## src/rtl/vtnb_pkg.sv

```systemverilog
package vtnb_pkg;

   // Field and store geometry
   localparam int MAX_SEEDS = 64;
   localparam int MAX_DIM   = 1024;
   localparam int NEIGHBORS = 9;
   localparam int COORD_W   = 10;
   localparam int DIM_W     = 11;
   localparam int SEED_W    = 6;
   localparam int CNT_W     = 7;
   localparam int SQ_W      = 2 * COORD_W;
   localparam int DIST_W    = SQ_W + 1;
   localparam int SEED_DW   = 2 * COORD_W;
   localparam int REM_SHD_W = DIM_W + COORD_W - 1;
   localparam int REM_CNT_W = $clog2(COORD_W + 1);
   localparam int NB_W      = $clog2(NEIGHBORS);

   // Opcodes
   localparam logic OP_LOAD  = 1'b0;
   localparam logic OP_QUERY = 1'b1;

   // Register indexes
   localparam int REG_IDX_W = 2;
   localparam logic [REG_IDX_W-1:0] REG_GRID_WIDTH  = 2'd0;
   localparam logic [REG_IDX_W-1:0] REG_GRID_HEIGHT = 2'd1;
   localparam logic [REG_IDX_W-1:0] REG_SEED_COUNT  = 2'd2;

   // Neighbor walk: center first, then 0..8 without the center
   localparam logic [NB_W-1:0] NB_FIRST  = 4'd0;
   localparam logic [NB_W-1:0] NB_BEFORE = 4'd3;
   localparam logic [NB_W-1:0] NB_CENTER = 4'd4;
   localparam logic [NB_W-1:0] NB_AFTER  = 4'd5;
   localparam logic [NB_W-1:0] NB_LAST   = 4'd8;

   // Axis offset codes
   localparam logic [1:0] OFF_MINUS = 2'd0;
   localparam logic [1:0] OFF_ZERO  = 2'd1;
   localparam logic [1:0] OFF_PLUS  = 2'd2;

   // Control from the sequencer into the distance unit
   typedef struct packed {
      logic              clear;
      logic              valid;
      logic [SEED_W-1:0] idx;
      logic              last;
   } scan_ctl_type;

   // Outcome of one scan
   typedef struct packed {
      logic              done;
      logic [SEED_W-1:0] first;
      logic [SEED_W-1:0] second;
   } scan_res_type;

   // Zero acts as one, oversize saturates
   function automatic logic [DIM_W-1:0] clamp_dim(input logic [DIM_W-1:0] v);
      logic [DIM_W-1:0] r;
      if (v == '0) r = DIM_W'(1);
      else if (v > DIM_W'(MAX_DIM)) r = DIM_W'(MAX_DIM);
      else r = v;
      return r;
   endfunction

   // Last seed index scanned
   function automatic logic [SEED_W-1:0] last_seed(input logic [CNT_W-1:0] v);
      logic [CNT_W-1:0] s;
      if (v == '0) s = CNT_W'(1);
      else if (v > CNT_W'(MAX_SEEDS)) s = CNT_W'(MAX_SEEDS);
      else s = v;
      s = s - CNT_W'(1);
      return s[SEED_W-1:0];
   endfunction

   function automatic logic [1:0] nb_dx(input logic [NB_W-1:0] k);
      logic [1:0] r;
      case (k)
         4'd0, 4'd3, 4'd6: r = OFF_MINUS;
         4'd2, 4'd5, 4'd8: r = OFF_PLUS;
         default:          r = OFF_ZERO;
      endcase
      return r;
   endfunction

   function automatic logic [1:0] nb_dy(input logic [NB_W-1:0] k);
      logic [1:0] r;
      case (k)
         4'd0, 4'd1, 4'd2: r = OFF_MINUS;
         4'd6, 4'd7, 4'd8: r = OFF_PLUS;
         default:          r = OFF_ZERO;
      endcase
      return r;
   endfunction

   // Step one cell along an axis of n cells, wrapping at both ends (c < n)
   function automatic logic [COORD_W-1:0] wrap_coord(input logic [COORD_W-1:0] c,
                                                     input logic [1:0] off,
                                                     input logic [DIM_W-1:0] n);
      logic [DIM_W-1:0]   top_v;
      logic [COORD_W-1:0] r;
      top_v = n - DIM_W'(1);
      case (off)
         OFF_MINUS: r = (c == '0) ? top_v[COORD_W-1:0] : c - COORD_W'(1);
         OFF_PLUS:  r = ({1'b0, c} == top_v) ? '0 : c + COORD_W'(1);
         default:   r = c;
      endcase
      return r;
   endfunction

endpackage

```

## src/rtl/vtnb_if.sv

```systemverilog
// Request channel: seed loads and cell queries
interface vtnb_req_if;
   import vtnb_pkg::*;
   logic               valid;
   logic               ready;
   logic               op;
   logic [SEED_W-1:0]  seed_index;
   logic [COORD_W-1:0] col;
   logic [COORD_W-1:0] row;

   modport source (output valid, op, seed_index, col, row, input ready);
   modport sink   (input valid, op, seed_index, col, row, output ready);
endinterface

// Response channel: one word per query
interface vtnb_rsp_if;
   import vtnb_pkg::*;
   logic              valid;
   logic              ready;
   logic [SEED_W-1:0] nearest_seed;
   logic [SEED_W-1:0] second_seed;
   logic              on_border;

   modport source (output valid, nearest_seed, second_seed, on_border, input ready);
   modport sink   (input valid, nearest_seed, second_seed, on_border, output ready);
endinterface

```

## src/rtl/voronoi_two_nearest_border.sv

```systemverilog
// Seed load: written to the seed RAM, no response word; loads can follow back to back.
// Query: two modulo reductions of the coordinates, then up to nine seed scans through one
// distance unit (fewer when a border shows up early). Req ready only while idle, so a new
// query is taken only once the last response is loaded; a finished response waits while
// the previous word is still unread. Reset: grid 1024 x 1024, 64 seeds, sequencer idle,
// no response; seed RAM not cleared.
module voronoi_two_nearest_border (
   input  logic                           clock,
   input  logic                           reset,
   vtnb_req_if.sink                       req_ch,
   vtnb_rsp_if.source                     rsp_ch,
   input  logic                           csr_we,
   input  logic [vtnb_pkg::REG_IDX_W-1:0] csr_index,
   input  logic [vtnb_pkg::DIM_W-1:0]     csr_wdata
);
   import vtnb_pkg::*;

   localparam logic [2:0] ST_IDLE  = 3'd0;
   localparam logic [2:0] ST_RED_X = 3'd1;
   localparam logic [2:0] ST_RED_Y = 3'd2;
   localparam logic [2:0] ST_SETUP = 3'd3;
   localparam logic [2:0] ST_SCAN  = 3'd4;
   localparam logic [2:0] ST_DRAIN = 3'd5;
   localparam logic [2:0] ST_DONE  = 3'd6;

   logic [2:0]         state_ff, state_in;
   logic [DIM_W-1:0]   grid_width_ff, grid_width_in, grid_height_ff, grid_height_in;
   logic [CNT_W-1:0]   seed_count_ff, seed_count_in;
   logic [DIM_W-1:0]   w_eff, h_eff;
   logic [SEED_W-1:0]  s_last;
   logic               req_accept, out_load;

   logic [COORD_W-1:0] row_ff, row_in, x_ff, x_in, y_ff, y_in, qx_ff, qx_in, qy_ff, qy_in;
   logic [NB_W-1:0]    k_ff, k_in;
   logic               center_ff, center_in, border_ff, border_in;
   logic [SEED_W-1:0]  n1_ff, n1_in, n2_ff, n2_in;
   logic [SEED_W-1:0]  scan_idx_ff, scan_idx_in;
   logic               iss_valid_ff, iss_valid_in, iss_last_ff, iss_last_in;
   logic [SEED_W-1:0]  iss_idx_ff;

   logic               rsp_valid_ff, rsp_valid_in;
   logic [SEED_W-1:0]  rsp_n1_ff, rsp_n1_in, rsp_n2_ff, rsp_n2_in;
   logic               rsp_border_ff, rsp_border_in;

   logic               rem_start, rem_done;
   logic [COORD_W-1:0] rem_dividend, rem_q;
   logic [DIM_W-1:0]   rem_divisor;
   logic [SEED_DW-1:0] seed_rdata;
   scan_ctl_type       scan_ctl;
   scan_res_type       scan_res;

   // Effective configuration
   assign w_eff  = clamp_dim(grid_width_ff);
   assign h_eff  = clamp_dim(grid_height_ff);
   assign s_last = last_seed(seed_count_ff);

   assign req_accept   = req_ch.valid && req_ch.ready;
   assign req_ch.ready = (state_ff == ST_IDLE);

   // Configuration writes
   always_comb begin
      grid_width_in  = grid_width_ff;
      grid_height_in = grid_height_ff;
      seed_count_in  = seed_count_ff;
      if (csr_we) begin
         case (csr_index)
            REG_GRID_WIDTH:  grid_width_in  = csr_wdata;
            REG_GRID_HEIGHT: grid_height_in = csr_wdata;
            REG_SEED_COUNT:  seed_count_in  = csr_wdata[CNT_W-1:0];
            default:         ;
         endcase
      end
   end

   // Seed store: {col, row} per slot
   vtnb_ram #(.WIDTH(SEED_DW), .DEPTH(MAX_SEEDS)) u_seed_ram (
      .clock (clock),
      .we    (req_accept && (req_ch.op == OP_LOAD)),
      .waddr (req_ch.seed_index),
      .wdata ({req_ch.col, req_ch.row}),
      .raddr (scan_idx_ff),
      .rdata (seed_rdata)
   );

   // Modulo reduction of the query coordinates
   assign rem_dividend = (state_ff == ST_IDLE) ? req_ch.col : row_ff;
   assign rem_divisor  = (state_ff == ST_IDLE) ? w_eff : h_eff;

   vtnb_rem u_rem (
      .clock     (clock),
      .reset     (reset),
      .start     (rem_start),
      .dividend  (rem_dividend),
      .divisor   (rem_divisor),
      .done      (rem_done),
      .remainder (rem_q)
   );

   // Distance unit, fed in step with the RAM read data
   assign scan_ctl.clear = (state_ff == ST_SETUP);
   assign scan_ctl.valid = iss_valid_ff;
   assign scan_ctl.idx   = iss_idx_ff;
   assign scan_ctl.last  = iss_last_ff;

   vtnb_dist u_dist (
      .clock     (clock),
      .reset     (reset),
      .ctl       (scan_ctl),
      .query_col (qx_ff),
      .query_row (qy_ff),
      .seed_col  (seed_rdata[SEED_DW-1:COORD_W]),
      .seed_row  (seed_rdata[COORD_W-1:0]),
      .res       (scan_res)
   );

   assign out_load = !rsp_valid_ff || rsp_ch.ready;

   // Sequencer
   always_comb begin
      state_in      = state_ff;
      row_in        = row_ff;
      x_in          = x_ff;
      y_in          = y_ff;
      qx_in         = qx_ff;
      qy_in         = qy_ff;
      k_in          = k_ff;
      center_in     = center_ff;
      border_in     = border_ff;
      n1_in         = n1_ff;
      n2_in         = n2_ff;
      scan_idx_in   = scan_idx_ff;
      iss_valid_in  = 1'b0;
      iss_last_in   = 1'b0;
      rem_start     = 1'b0;
      rsp_valid_in  = rsp_valid_ff && !rsp_ch.ready;
      rsp_n1_in     = rsp_n1_ff;
      rsp_n2_in     = rsp_n2_ff;
      rsp_border_in = rsp_border_ff;
      case (state_ff)
         ST_IDLE: begin
            if (req_accept && (req_ch.op == OP_QUERY)) begin
               row_in    = req_ch.row;
               rem_start = 1'b1;
               state_in  = ST_RED_X;
            end
         end
         ST_RED_X: begin
            if (rem_done) begin
               x_in      = rem_q;
               rem_start = 1'b1;
               state_in  = ST_RED_Y;
            end
         end
         ST_RED_Y: begin
            if (rem_done) begin
               y_in      = rem_q;
               k_in      = NB_CENTER;
               center_in = 1'b1;
               border_in = 1'b0;
               state_in  = ST_SETUP;
            end
         end
         ST_SETUP: begin
            // Neighbor position for this scan; the distance unit is cleared now
            qx_in       = wrap_coord(x_ff, nb_dx(k_ff), w_eff);
            qy_in       = wrap_coord(y_ff, nb_dy(k_ff), h_eff);
            scan_idx_in = '0;
            state_in    = ST_SCAN;
         end
         ST_SCAN: begin
            iss_valid_in = 1'b1;
            iss_last_in  = (scan_idx_ff == s_last);
            if (scan_idx_ff == s_last) begin
               state_in = ST_DRAIN;
            end else begin
               scan_idx_in = scan_idx_ff + SEED_W'(1);
            end
         end
         ST_DRAIN: begin
            if (scan_res.done) begin
               if (center_ff) begin
                  n1_in     = scan_res.first;
                  n2_in     = scan_res.second;
                  center_in = 1'b0;
                  k_in      = NB_FIRST;
                  state_in  = ST_SETUP;
               end else if (scan_res.first != n1_ff) begin
                  border_in = 1'b1;
                  state_in  = ST_DONE;
               end else if (k_ff == NB_LAST) begin
                  state_in = ST_DONE;
               end else begin
                  // the center cell matches itself, skip it
                  k_in     = (k_ff == NB_BEFORE) ? NB_AFTER : k_ff + NB_W'(1);
                  state_in = ST_SETUP;
               end
            end
         end
         ST_DONE: begin
            if (out_load) begin
               rsp_valid_in  = 1'b1;
               rsp_n1_in     = n1_ff;
               rsp_n2_in     = n2_ff;
               rsp_border_in = border_ff;
               state_in      = ST_IDLE;
            end
         end
         default: begin
            state_in = ST_IDLE;
         end
      endcase
   end

   always_ff @(posedge clock) begin
      if (reset) begin
         state_ff       <= ST_IDLE;
         grid_width_ff  <= DIM_W'(MAX_DIM);
         grid_height_ff <= DIM_W'(MAX_DIM);
         seed_count_ff  <= CNT_W'(MAX_SEEDS);
         iss_valid_ff   <= 1'b0;
         rsp_valid_ff   <= 1'b0;
      end else begin
         state_ff       <= state_in;
         grid_width_ff  <= grid_width_in;
         grid_height_ff <= grid_height_in;
         seed_count_ff  <= seed_count_in;
         iss_valid_ff   <= iss_valid_in;
         rsp_valid_ff   <= rsp_valid_in;
      end
      row_ff        <= row_in;
      x_ff          <= x_in;
      y_ff          <= y_in;
      qx_ff         <= qx_in;
      qy_ff         <= qy_in;
      k_ff          <= k_in;
      center_ff     <= center_in;
      border_ff     <= border_in;
      n1_ff         <= n1_in;
      n2_ff         <= n2_in;
      scan_idx_ff   <= scan_idx_in;
      iss_idx_ff    <= scan_idx_ff;
      iss_last_ff   <= iss_last_in;
      rsp_n1_ff     <= rsp_n1_in;
      rsp_n2_ff     <= rsp_n2_in;
      rsp_border_ff <= rsp_border_in;
   end

   assign rsp_ch.valid        = rsp_valid_ff;
   assign rsp_ch.nearest_seed = rsp_n1_ff;
   assign rsp_ch.second_seed  = rsp_n2_ff;
   assign rsp_ch.on_border    = rsp_border_ff;
endmodule

```

## src/rtl/vtnb_ram.sv

```systemverilog
// Simple dual-port RAM, registered read
module vtnb_ram #(
   parameter int WIDTH = 20,
   parameter int DEPTH = 64
) (
   input  logic                     clock,
   input  logic                     we,
   input  logic [$clog2(DEPTH)-1:0] waddr,
   input  logic [WIDTH-1:0]         wdata,
   input  logic [$clog2(DEPTH)-1:0] raddr,
   output logic [WIDTH-1:0]         rdata
);
   logic [WIDTH-1:0] mem_ff [DEPTH];
   logic [WIDTH-1:0] rdata_ff;

   always_ff @(posedge clock) begin
      if (we) begin
         mem_ff[waddr] <= wdata;
      end
      rdata_ff <= mem_ff[raddr];
   end

   assign rdata = rdata_ff;
endmodule

```

## src/rtl/vtnb_rem.sv

```systemverilog
// Restoring remainder, one quotient bit per cycle
module vtnb_rem (
   input  logic                         clock,
   input  logic                         reset,
   input  logic                         start,
   input  logic [vtnb_pkg::COORD_W-1:0] dividend,
   input  logic [vtnb_pkg::DIM_W-1:0]   divisor,
   output logic                         done,
   output logic [vtnb_pkg::COORD_W-1:0] remainder
);
   import vtnb_pkg::*;

   logic [COORD_W-1:0]   rem_ff, rem_in;
   logic [REM_SHD_W-1:0] shd_ff, shd_in;
   logic [REM_CNT_W-1:0] cnt_ff, cnt_in;
   logic                 done_ff, done_in;

   // Trial subtract of the shifted divisor, then shift it down
   always_comb begin
      rem_in  = rem_ff;
      shd_in  = shd_ff;
      cnt_in  = cnt_ff;
      done_in = 1'b0;
      if (start) begin
         rem_in = dividend;
         shd_in = REM_SHD_W'(divisor) << (COORD_W - 1);
         cnt_in = REM_CNT_W'(COORD_W);
      end else if (cnt_ff != '0) begin
         if (REM_SHD_W'(rem_ff) >= shd_ff) begin
            rem_in = COORD_W'(REM_SHD_W'(rem_ff) - shd_ff);
         end
         shd_in  = shd_ff >> 1;
         cnt_in  = cnt_ff - REM_CNT_W'(1);
         done_in = (cnt_ff == REM_CNT_W'(1));
      end
   end

   always_ff @(posedge clock) begin
      if (reset) begin
         cnt_ff  <= '0;
         done_ff <= 1'b0;
      end else begin
         cnt_ff  <= cnt_in;
         done_ff <= done_in;
      end
      rem_ff <= rem_in;
      shd_ff <= shd_in;
   end

   assign done      = done_ff;
   assign remainder = rem_ff;
endmodule

```

## src/rtl/vtnb_dist.sv

```systemverilog
// Squared distance to one seed per cycle, keeps the two nearest
module vtnb_dist (
   input  logic                         clock,
   input  logic                         reset,
   input  vtnb_pkg::scan_ctl_type       ctl,
   input  logic [vtnb_pkg::COORD_W-1:0] query_col,
   input  logic [vtnb_pkg::COORD_W-1:0] query_row,
   input  logic [vtnb_pkg::COORD_W-1:0] seed_col,
   input  logic [vtnb_pkg::COORD_W-1:0] seed_row,
   output vtnb_pkg::scan_res_type       res
);
   import vtnb_pkg::*;

   logic [COORD_W-1:0] ax, ay;
   logic [SQ_W-1:0]    sq_x_ff, sq_x_in, sq_y_ff, sq_y_in;
   logic               sq_valid_ff, sq_last_ff;
   logic [SEED_W-1:0]  sq_idx_ff;
   logic [DIST_W-1:0]  dist_sum;
   logic               first_ok_ff, first_ok_in, second_ok_ff, second_ok_in;
   logic [DIST_W-1:0]  best_d_ff, best_d_in, next_d_ff, next_d_in;
   logic [SEED_W-1:0]  best_i_ff, best_i_in, next_i_ff, next_i_in;
   logic               done_ff, done_in;

   // Stage 1: absolute differences and squares
   always_comb begin
      ax      = (query_col > seed_col) ? query_col - seed_col : seed_col - query_col;
      ay      = (query_row > seed_row) ? query_row - seed_row : seed_row - query_row;
      sq_x_in = SQ_W'(ax) * SQ_W'(ax);
      sq_y_in = SQ_W'(ay) * SQ_W'(ay);
   end

   // Stage 2: sum and insert into the two-best list; earlier seed wins ties
   always_comb begin
      dist_sum     = DIST_W'(sq_x_ff) + DIST_W'(sq_y_ff);
      first_ok_in  = first_ok_ff;
      second_ok_in = second_ok_ff;
      best_d_in    = best_d_ff;
      best_i_in    = best_i_ff;
      next_d_in    = next_d_ff;
      next_i_in    = next_i_ff;
      done_in      = 1'b0;
      if (ctl.clear) begin
         first_ok_in  = 1'b0;
         second_ok_in = 1'b0;
      end else if (sq_valid_ff) begin
         done_in = sq_last_ff;
         if (!first_ok_ff || dist_sum < best_d_ff) begin
            next_d_in    = best_d_ff;
            next_i_in    = best_i_ff;
            second_ok_in = first_ok_ff;
            best_d_in    = dist_sum;
            best_i_in    = sq_idx_ff;
            first_ok_in  = 1'b1;
         end else if (!second_ok_ff || dist_sum < next_d_ff) begin
            next_d_in    = dist_sum;
            next_i_in    = sq_idx_ff;
            second_ok_in = 1'b1;
         end
      end
   end

   always_ff @(posedge clock) begin
      if (reset) begin
         sq_valid_ff  <= 1'b0;
         first_ok_ff  <= 1'b0;
         second_ok_ff <= 1'b0;
         done_ff      <= 1'b0;
      end else begin
         sq_valid_ff  <= ctl.valid;
         first_ok_ff  <= first_ok_in;
         second_ok_ff <= second_ok_in;
         done_ff      <= done_in;
      end
      sq_x_ff    <= sq_x_in;
      sq_y_ff    <= sq_y_in;
      sq_idx_ff  <= ctl.idx;
      sq_last_ff <= ctl.last;
      best_d_ff  <= best_d_in;
      best_i_ff  <= best_i_in;
      next_d_ff  <= next_d_in;
      next_i_ff  <= next_i_in;
   end

   assign res.done   = done_ff;
   assign res.first  = best_i_ff;
   assign res.second = second_ok_ff ? next_i_ff : '0;
endmodule

```

## src/flat_wrapper.sv

```systemverilog
// flat-port wrapper written by rule: the top's interface ports become plain ports
module voronoi_two_nearest_border_flat import vtnb_pkg::*;
  (clock, reset, csr_we, csr_index, csr_wdata, req_ch_valid, req_ch_op, req_ch_seed_index, req_ch_col, req_ch_row, req_ch_ready, rsp_ch_valid, rsp_ch_nearest_seed, rsp_ch_second_seed, rsp_ch_on_border, rsp_ch_ready);
  vtnb_req_if req_ch_i ();
  vtnb_rsp_if rsp_ch_i ();
  input  logic clock;
  input  logic reset;
  input  logic csr_we;
  input  logic [vtnb_pkg::REG_IDX_W-1:0] csr_index;
  input  logic [vtnb_pkg::DIM_W-1:0] csr_wdata;
  input wire logic [$bits(req_ch_i.valid)-1:0] req_ch_valid;
  input wire logic [$bits(req_ch_i.op)-1:0] req_ch_op;
  input wire logic [$bits(req_ch_i.seed_index)-1:0] req_ch_seed_index;
  input wire logic [$bits(req_ch_i.col)-1:0] req_ch_col;
  input wire logic [$bits(req_ch_i.row)-1:0] req_ch_row;
  output wire logic [$bits(req_ch_i.ready)-1:0] req_ch_ready;
  output wire logic [$bits(rsp_ch_i.valid)-1:0] rsp_ch_valid;
  output wire logic [$bits(rsp_ch_i.nearest_seed)-1:0] rsp_ch_nearest_seed;
  output wire logic [$bits(rsp_ch_i.second_seed)-1:0] rsp_ch_second_seed;
  output wire logic [$bits(rsp_ch_i.on_border)-1:0] rsp_ch_on_border;
  input wire logic [$bits(rsp_ch_i.ready)-1:0] rsp_ch_ready;
  assign req_ch_i.valid = req_ch_valid;
  assign req_ch_i.op = req_ch_op;
  assign req_ch_i.seed_index = req_ch_seed_index;
  assign req_ch_i.col = req_ch_col;
  assign req_ch_i.row = req_ch_row;
  assign req_ch_ready = req_ch_i.ready;
  assign rsp_ch_valid = rsp_ch_i.valid;
  assign rsp_ch_nearest_seed = rsp_ch_i.nearest_seed;
  assign rsp_ch_second_seed = rsp_ch_i.second_seed;
  assign rsp_ch_on_border = rsp_ch_i.on_border;
  assign rsp_ch_i.ready = rsp_ch_ready;
  voronoi_two_nearest_border u_core (.clock(clock), .reset(reset), .req_ch(req_ch_i), .rsp_ch(rsp_ch_i), .csr_we(csr_we), .csr_index(csr_index), .csr_wdata(csr_wdata));
endmodule
```

## config.mk

```make
export PLATFORM = sky130hd
export DESIGN_NAME = voronoi_two_nearest_border_flat
export DESIGN_NICKNAME = d
export VERILOG_FILES = /design/src/rtl/vtnb_pkg.sv /design/src/rtl/vtnb_if.sv /design/src/rtl/voronoi_two_nearest_border.sv /design/src/rtl/vtnb_ram.sv /design/src/rtl/vtnb_rem.sv /design/src/rtl/vtnb_dist.sv /design/src/flat_wrapper.sv
export SDC_FILE = /design/constraint.sdc
export NUM_CORES = 2
export LEC_CHECK = 0
export ABC_CLOCK_PERIOD_IN_PS = 17070
export CAP_MARGIN = 20
export CORE_MARGIN = 4
export CORE_UTILIZATION = 65
export DETAILED_ROUTE_END_ITERATION = 7
export DONT_BUFFER_PORTS = 1
export GPL_ROUTABILITY_DRIVEN = 0
export PLACE_DENSITY = 0.92
export SLEW_MARGIN = 20
export SYNTH_ARGS = -nofsm -noshare
export SYNTH_HDL_FRONTEND = slang
export SYNTH_HIERARCHICAL = 1
export SYNTH_SLANG_ARGS = --single-unit
```

## constraint.sdc

```tcl
create_clock -name clock -period 17.07 [get_ports clock]
set_input_delay 1.707 -clock clock [delete_from_list [all_inputs] [get_ports clock]]
set_output_delay 1.707 -clock clock [all_outputs]
set_load 0.1 [all_outputs]
```

; ---- Word level (Yosys, flattened, before mapping)
; Memories as Yosys holds them, arrays and structs flattened. A register that Yosys moved wholly into a read port is not among the register bits.
; Index checks and enable logic that the tools add are counted.
[word_totals]
word_cells = 225
n_memories = 1
reg_bits = 268
mem_bits_rw = 1280
input_bits = 45
output_inout_bits = 15
[op_classes]
n_eq_ne = 33
addsub = 16
order_cmp = 8
multipliers = 2
bitwise_logic = 4
mux = 68
n_reduce_logical = 53
[mem_list]
columns = name, words, word_bits, read_ports, rd_clocked_by_memory_dff, wr, line_no
row1 = u_core.u_seed_ram.mem_ff, 64, 20, 1, 1, 1, vtnb_ram.sv:13  ; logic [WIDTH-1:0] mem_ff [DEPTH];
[ops]
columns = cell, count
row1 = two-way mux 10 bit, 10
row2 = two-way mux 11 bit, 5
row3 = subtractor 10 bit, 5
row4 = less-than comparator 21 bit, 2
row5 = two-way mux 21 bit, 2
row6 = multiplier 10 x 10 -> 20 bit, 2
row7 = two-way mux 20 bit, 2
row8 = one-hot mux 10 bit (2 select lines), 2
row9 = two-way mux 4 bit, 8
row10 = two-way mux 6 bit, 5
row11 = two-way mux 3 bit, 9
row12 = == test 10 x 11 -> 1 bit, 2
row13 = "> comparator 11 bit, second input constant", 2
row14 = zero test 11 bit, 2
row15 = AND reduction 2 bit, 11
row16 = "subtractor 11 x 1 -> 11 bit, second input constant", 2
row17 = adder 20 x 20 -> 21 bit, 1
row18 = one-hot mux 3 bit (7 select lines), 1
row19 = "adder 10 x 1 -> 10 bit, second input constant", 2
row20 = greater-or-equal comparator 10 x 20 -> 1 bit, 1
row21 = > comparator 10 bit, 2
row22 = zero test 10 bit, 2
row23 = "subtractor 10 x 1 -> 10 bit, second input constant", 2
row24 = OR reduction 3 bit, 6
row25 = 39 further kinds, 96

; ---- Longest topological paths before layout
[logic_depth]
ltp_word = 7
ltp_mapped = 34
depth_no_buf = 33

; ---- By module
; Netlist, hierarchy kept.
[by_module_without_submodules]
columns = module, cells_per_inst, n_inst, area_per_inst_um2
row1 = vtnb_ram, 2243, 1, 49501.2
row2 = vtnb_dist, 1302, 1, 12295.5
row3 = voronoi_two_nearest_border, 758, 1, 7387.1
row4 = vtnb_rem, 215, 1, 1938.1

; ---- Worst setup path after synthesis
; No wires, ideal clock.
[synth_path]
kind = register to register
startpoint = reg u_core.qy_ff[0]
endpoint = reg u_core.u_dist.sq_y_ff[17]
path_slack_ns = 9.934
setup_time_ns = 0.124
stages_incl_launch_ff = 34
arrival_ns = 7.012
required_ns = 16.946
cell_sequence = edfxtp_1 > inv_1 > ha_1 > inv_1 > fa_1 > a21o_1 > a21o_1 > a21boi_1 > a21o_1 > buf_6 > buf_6 > mux2_2 > a21oi_2 > xnor2_2 > inv_1 > buf_4 > nor2_1 > fa_1 > inv_1 > fa_1 > fa_1 > inv_1 > fa_1 > inv_1 > fa_1 > inv_1 > ha_1 > a21o_1 > a21o_1 > a21oi_1 > o21ai_0 > a2111oi_1 > nor3_2 > xor2_1
[synth_via]
elab_chain_len = 3
elab_cells_between_ends = 5
classes_between = 2 x add/sub / 1 x mul / 1 x order compare / 1 x mux
[synth_lines]
columns = element, line_no
row1 = "start, declared", voronoi_two_nearest_border.sv:33  ; logic [COORD_W-1:0] row_ff, row_in, x_ff, x_in, y_ff, y_in, qx_ff, qx_in, qy_ff, qy_in;
row2 = "start signal, assigned", voronoi_two_nearest_border.sv:234  ; qy_ff <= qy_in;
row3 = subtractor 10 bit or > comparator 10 bit (tied branches), vtnb_dist.sv:27  ; ay = (query_row > seed_row) ? query_row - seed_row : seed_row - query_row;
row4 = two-way mux 10 bit *, vtnb_dist.sv:27
row5 = multiplier 10 x 10 -> 20 bit *, vtnb_dist.sv:29  ; sq_y_in = SQ_W'(ay) * SQ_W'(ay);
row6 = named net u_core.u_dist.sq_y_in[17], vtnb_dist.sv:15  ; logic [SQ_W-1:0] sq_x_ff, sq_x_in, sq_y_ff, sq_y_in;
row7 = "end signal, assigned", vtnb_dist.sv:75  ; sq_y_ff <= sq_y_in;
row8 = "end, declared", vtnb_dist.sv:15
; Mark *: on every way through the listed nets, which the timed path passes. The rest lies on a longest branch.
; A chain may end at the register's enable or synchronous reset.

; ---- Worst setup path after layout
; Ends and elaborated chain as after synthesis.

==> flow_summary.yaml <==
timing:
  max_freq_mhz: 121
  report.final.slew_viol_count: 0
  rsz0062_at_grt: "no"
  hold_viol: 0
  period_needed_ns: 8.25
  setup_violations: 0
  max-slew-margin-rel: 0.123
  finalCritPeriodShare: 0.483
  tightestPinTransition_ns: 1.30
  clock_skew_ns: 0.0605
  fin_setup_tns_ns: 0
clocking:
  cts_buffers: 148
  cts_tree: "done"
  ctsHoldBuffers: 0
  cts_resized: 0
  clk_path_buf_depth: 3
  cts.clk_slew.worst_paths_ns: 0.06
  post_cts_buffers: 0
  htreeDepth: 4
  clock_latency_ns: 0.81
  clockRootBuffer: "clkbuf_16"
  cts_sinks: 1566
drt:
  dr_wl_met3_um: 22700
  avgRoutedWirePerCell_um: 31.5
  drt-pass1-iter-count: 6
  highest_layer: "met5"
  dr_total_vias: 43100
  wirelength_um: 192000
  antenna_left: 0
  met2RoutedLength_um: 92500
  drtIter0Drc: 6762
  viasPerCell: 7.08
  drt-met1-wl_um: 60900
  drc: 0
critical_path:
  critPathBufInv: 7
  critPathRequiredTime_ns: 17.70
  path_class: "flip-flop to flip-flop"
  timing.rr.start: "u_core/qy_ff[0]"
  crit_path_end_kind: "flip-flop"
  slowest_stage: "a21o_1"
  start_kind: "flip-flop"
  max_stage_delay_ns: 0.60
  path_max_fanout: 15
  r2r_end: "u_core/u_dist/sq_y_ff[17]"
  r2r_cells: 30
  rrSetupSlack_ns: 8.82
  crit_family: "adder cells"
  arrival_ns: 8.89
yosys:
  async_reset_ff_frac: 0
  syn_nets: 4878
  synthCells: 4518
  synth_edf_count: 1442
  ys_seq_area_frac: 0.644
  synth_top_family_by_area: "multiplexers"
  ys_seq_elements: 1566
  synth_cell_types: 112
  ys_warn_count: 6
  synth.area.mux_share: 0.124
  synth_area_um2: 71100
  syn_area_per_cell_um2: 15.7
  synthXorXnorAreaFrac: 0.0150
  synth_ff_type: "edfxtp_1"
  synth-simple-area-share: 0.0535
  synth_compound_area_frac: 0.0665
  synth_adder_area_share: 0.0660
min_path:
  hp-start: "u_core/iss_idx_ff[1]"
  min_path_cells: 0
  hold_class: "flip-flop to flip-flop"
  whs_endpoint: "u_core/u_dist/sq_idx_ff[1]"
finish:
  drive_gt1_frac: 0.164
  area_growth_pct: 9.06
  fin_nets: 4917
  postLayoutCoreUtil: 0.714
  seq_area_um2: 45800
  multiInputGateArea_um2: 23400
  antenna_cells: 0
  fill_cells: 6064
global_route:
  antenna_found_initial: 4
  grt_max_degree: 66
  grt_first_pass_wirelength_um: 286000
  first_global_vias: 43400
  grt_usage: 0.337
  grt-ovfl-total: 0
die:
  placementRows: 121
  initial_utilization: 0.654
  die_h_um: 339
  io_pins: 60
  die_x_um: 339
  core_um2: 109000
  dieArea_um2: 115000
power_and_ir_drop:
  intPower_mw: 10.1
  vdd_drop_max_uv: 693
  finalPower_mw: 16.8
  pwr-share-clk: 0.195
  netSwitchingFraction: 0.401
  power_frac_seq: 0.271
  static-leakage-power_nw: 27.9
  power.density_nw_per_um2: 217
  combPwrFrac: 0.534
  switchingPower_mw: 6.74
flow_run:
  drv_cap: 0
place:
  hpwlAfterDp_um: 110000
  io_buffer_count: 0
run_status:
  status: "completed"
[worst max-delay path by stage]
stage / endpoint / from / slack (ns) / cells after the start
after floorplan: u_core/u_dist/sq_y_ff[17] / u_core/qy_ff[0] / 9.93 / 33
after global placement: u_core/u_dist/sq_y_ff[17] / u_core/qy_ff[0] / 9.13 / 30
after detailed placement: u_core/u_dist/sq_y_ff[17] / u_core/qy_ff[0] / 8.94 / 30
after CTS: u_core/u_dist/sq_y_ff[17] / u_core/qy_ff[0] / 8.89 / 30
after global routing: u_core/u_dist/sq_y_ff[18] / u_core/qy_ff[0] / 8.24 / 30
final: u_core/u_dist/sq_y_ff[17] / u_core/qy_ff[0] / 8.82 / 30
[power by group through the flow]
| stage | Combinational [mW] | Sequential [mW] | Clock (mW) |
|---|---|---|---|
| 3_3_place_gp | 8.46 | 4.63 | 0 |
| 4_1_cts | 8.96 | 4.56 | 3.29 |
| 2_1_floorplan | 6.99 | 4.61 | 0 |
| 3_5_place_dp | 8.75 | 4.64 | 0 |
| 6_report | 8.98 | 4.56 | 3.27 |
| 5_1_grt | 10.2 | 4.57 | 3.47 |
[sequential cells by signal, summed over array words and instances, names as in the netlist, 19 cells and up]
signal	flops
u_core/u_seed_ram/mem_ff	1280
u_core/u_dist/best_d_ff	21
u_core/u_dist/next_d_ff	21
u_core/u_rem/shd_ff	20
u_core/u_seed_ram/rdata	20
u_core/u_dist/sq_x_ff	19
u_core/u_dist/sq_y_ff	19
[cell usage after synthesis (all sizes together) (7+ instances only)]
cell type,count,area [µm²]
edfxtp,1442,43300
inv,303,1140
nor2,274,1040
mux4,264,5950
mux2i,228,2290
ha,215,2690
nand2,171,649
a21oi,127,654
o21ai,125,626
dfxtp,124,2480
buf,104,662
clkbuf,103,388
fa,100,2000
xnor2,83,749
a21o,72,541
a22oi,70,531
o22ai,64,428
nor3,55,317
mux2,53,604
nand3,48,240
a31oi,46,288
nand2b,42,270
xor2,36,315
o31ai,32,240
and3,29,183
nor2b,27,176
nand4,22,144
a211oi,21,168
nor4,16,149
or3,16,100
and2,14,90.1
nand3b,13,97.6
o211ai,12,95.1
o21a,12,90.1
or2,12,75.1
a311oi,10,106
o221ai,10,100
o21bai,9,67.6
and4,8,75.1
o41ai,8,115
or4,8,67.6
a2111oi,7,65.1
a211o,7,61.3
a221o,7,71.3
[through the flow]
step / hold WS (ns) / std cells / worst slack (ns) / area, µm²
floorplan: 0.310 / 4518 / 9.93 / 71100
global placement: 0.311 / 5820 / 9.13 / 72800
detailed placement: 0.312 / 5820 / 8.94 / 72800
CTS: 0.326 / 6088 / 8.89 / 77500
global route: 0.333 / 6089 / 8.24 / 77600
finish: 0.328 / 6089 / 8.82 / 77600
[worst register-to-register path, delay by kind of cell, from the launching register on]
kind | cells | cell delay (ns)
simple gates | 2 | 0.33
compound gates | 10 | 2.42
flops | 1 | 0.39
buf+inv | 7 | 0.56
fa+ha+maj | 8 | 3.39
mux | 1 | 0.39
xor+xnor | 2 | 0.66
[per-layer routing]
layer,global-route usage,vias to the layer above
met1,0.408,21000
met5,0,-
li1,-,17500
met3,0.0846,871
met2,0.546,3777
met4,0.212,2
[logic make-up (layout without fill, tap and decap cells)]
group,after synthesis,count (layout)
compound gates,690,690
xor+xnor,119,119
fa+ha+maj,315,315
buf+inv,512,669
flops,1566,1566
mux,545,545
simple gates,771,771
[cell usage in the layout (no fill, tap or decap), types with 62 or more instances in the layout]
cell type,n
nand2_1,170
buf_4,94
edfxtp_1,1442
a21oi_1,122
ha_1,215
o21ai_0,116
inv_1,299
o22ai_1,62
a22oi_1,69
fa_1,100
clkbuf_16,149
nor2_1,207
a21o_1,72
nor2_2,64
mux2i_1,227
dfxtp_1,124
mux4_2,264
xnor2_1,80
[area by class of cell]
class / count / area share
Clock buffer: 190 / 0.0506
Multi-Input combinational cell: 2440 / 0.301
Clock inverter: 78 / 0.0105
Timing Repair Buffer: 96 / 0.00960
Sequential cell: 1566 / 0.590
Tap cell: 1414 / 0.0228
Inverter: 305 / 0.0148
(Power assumes the default switching activity.)
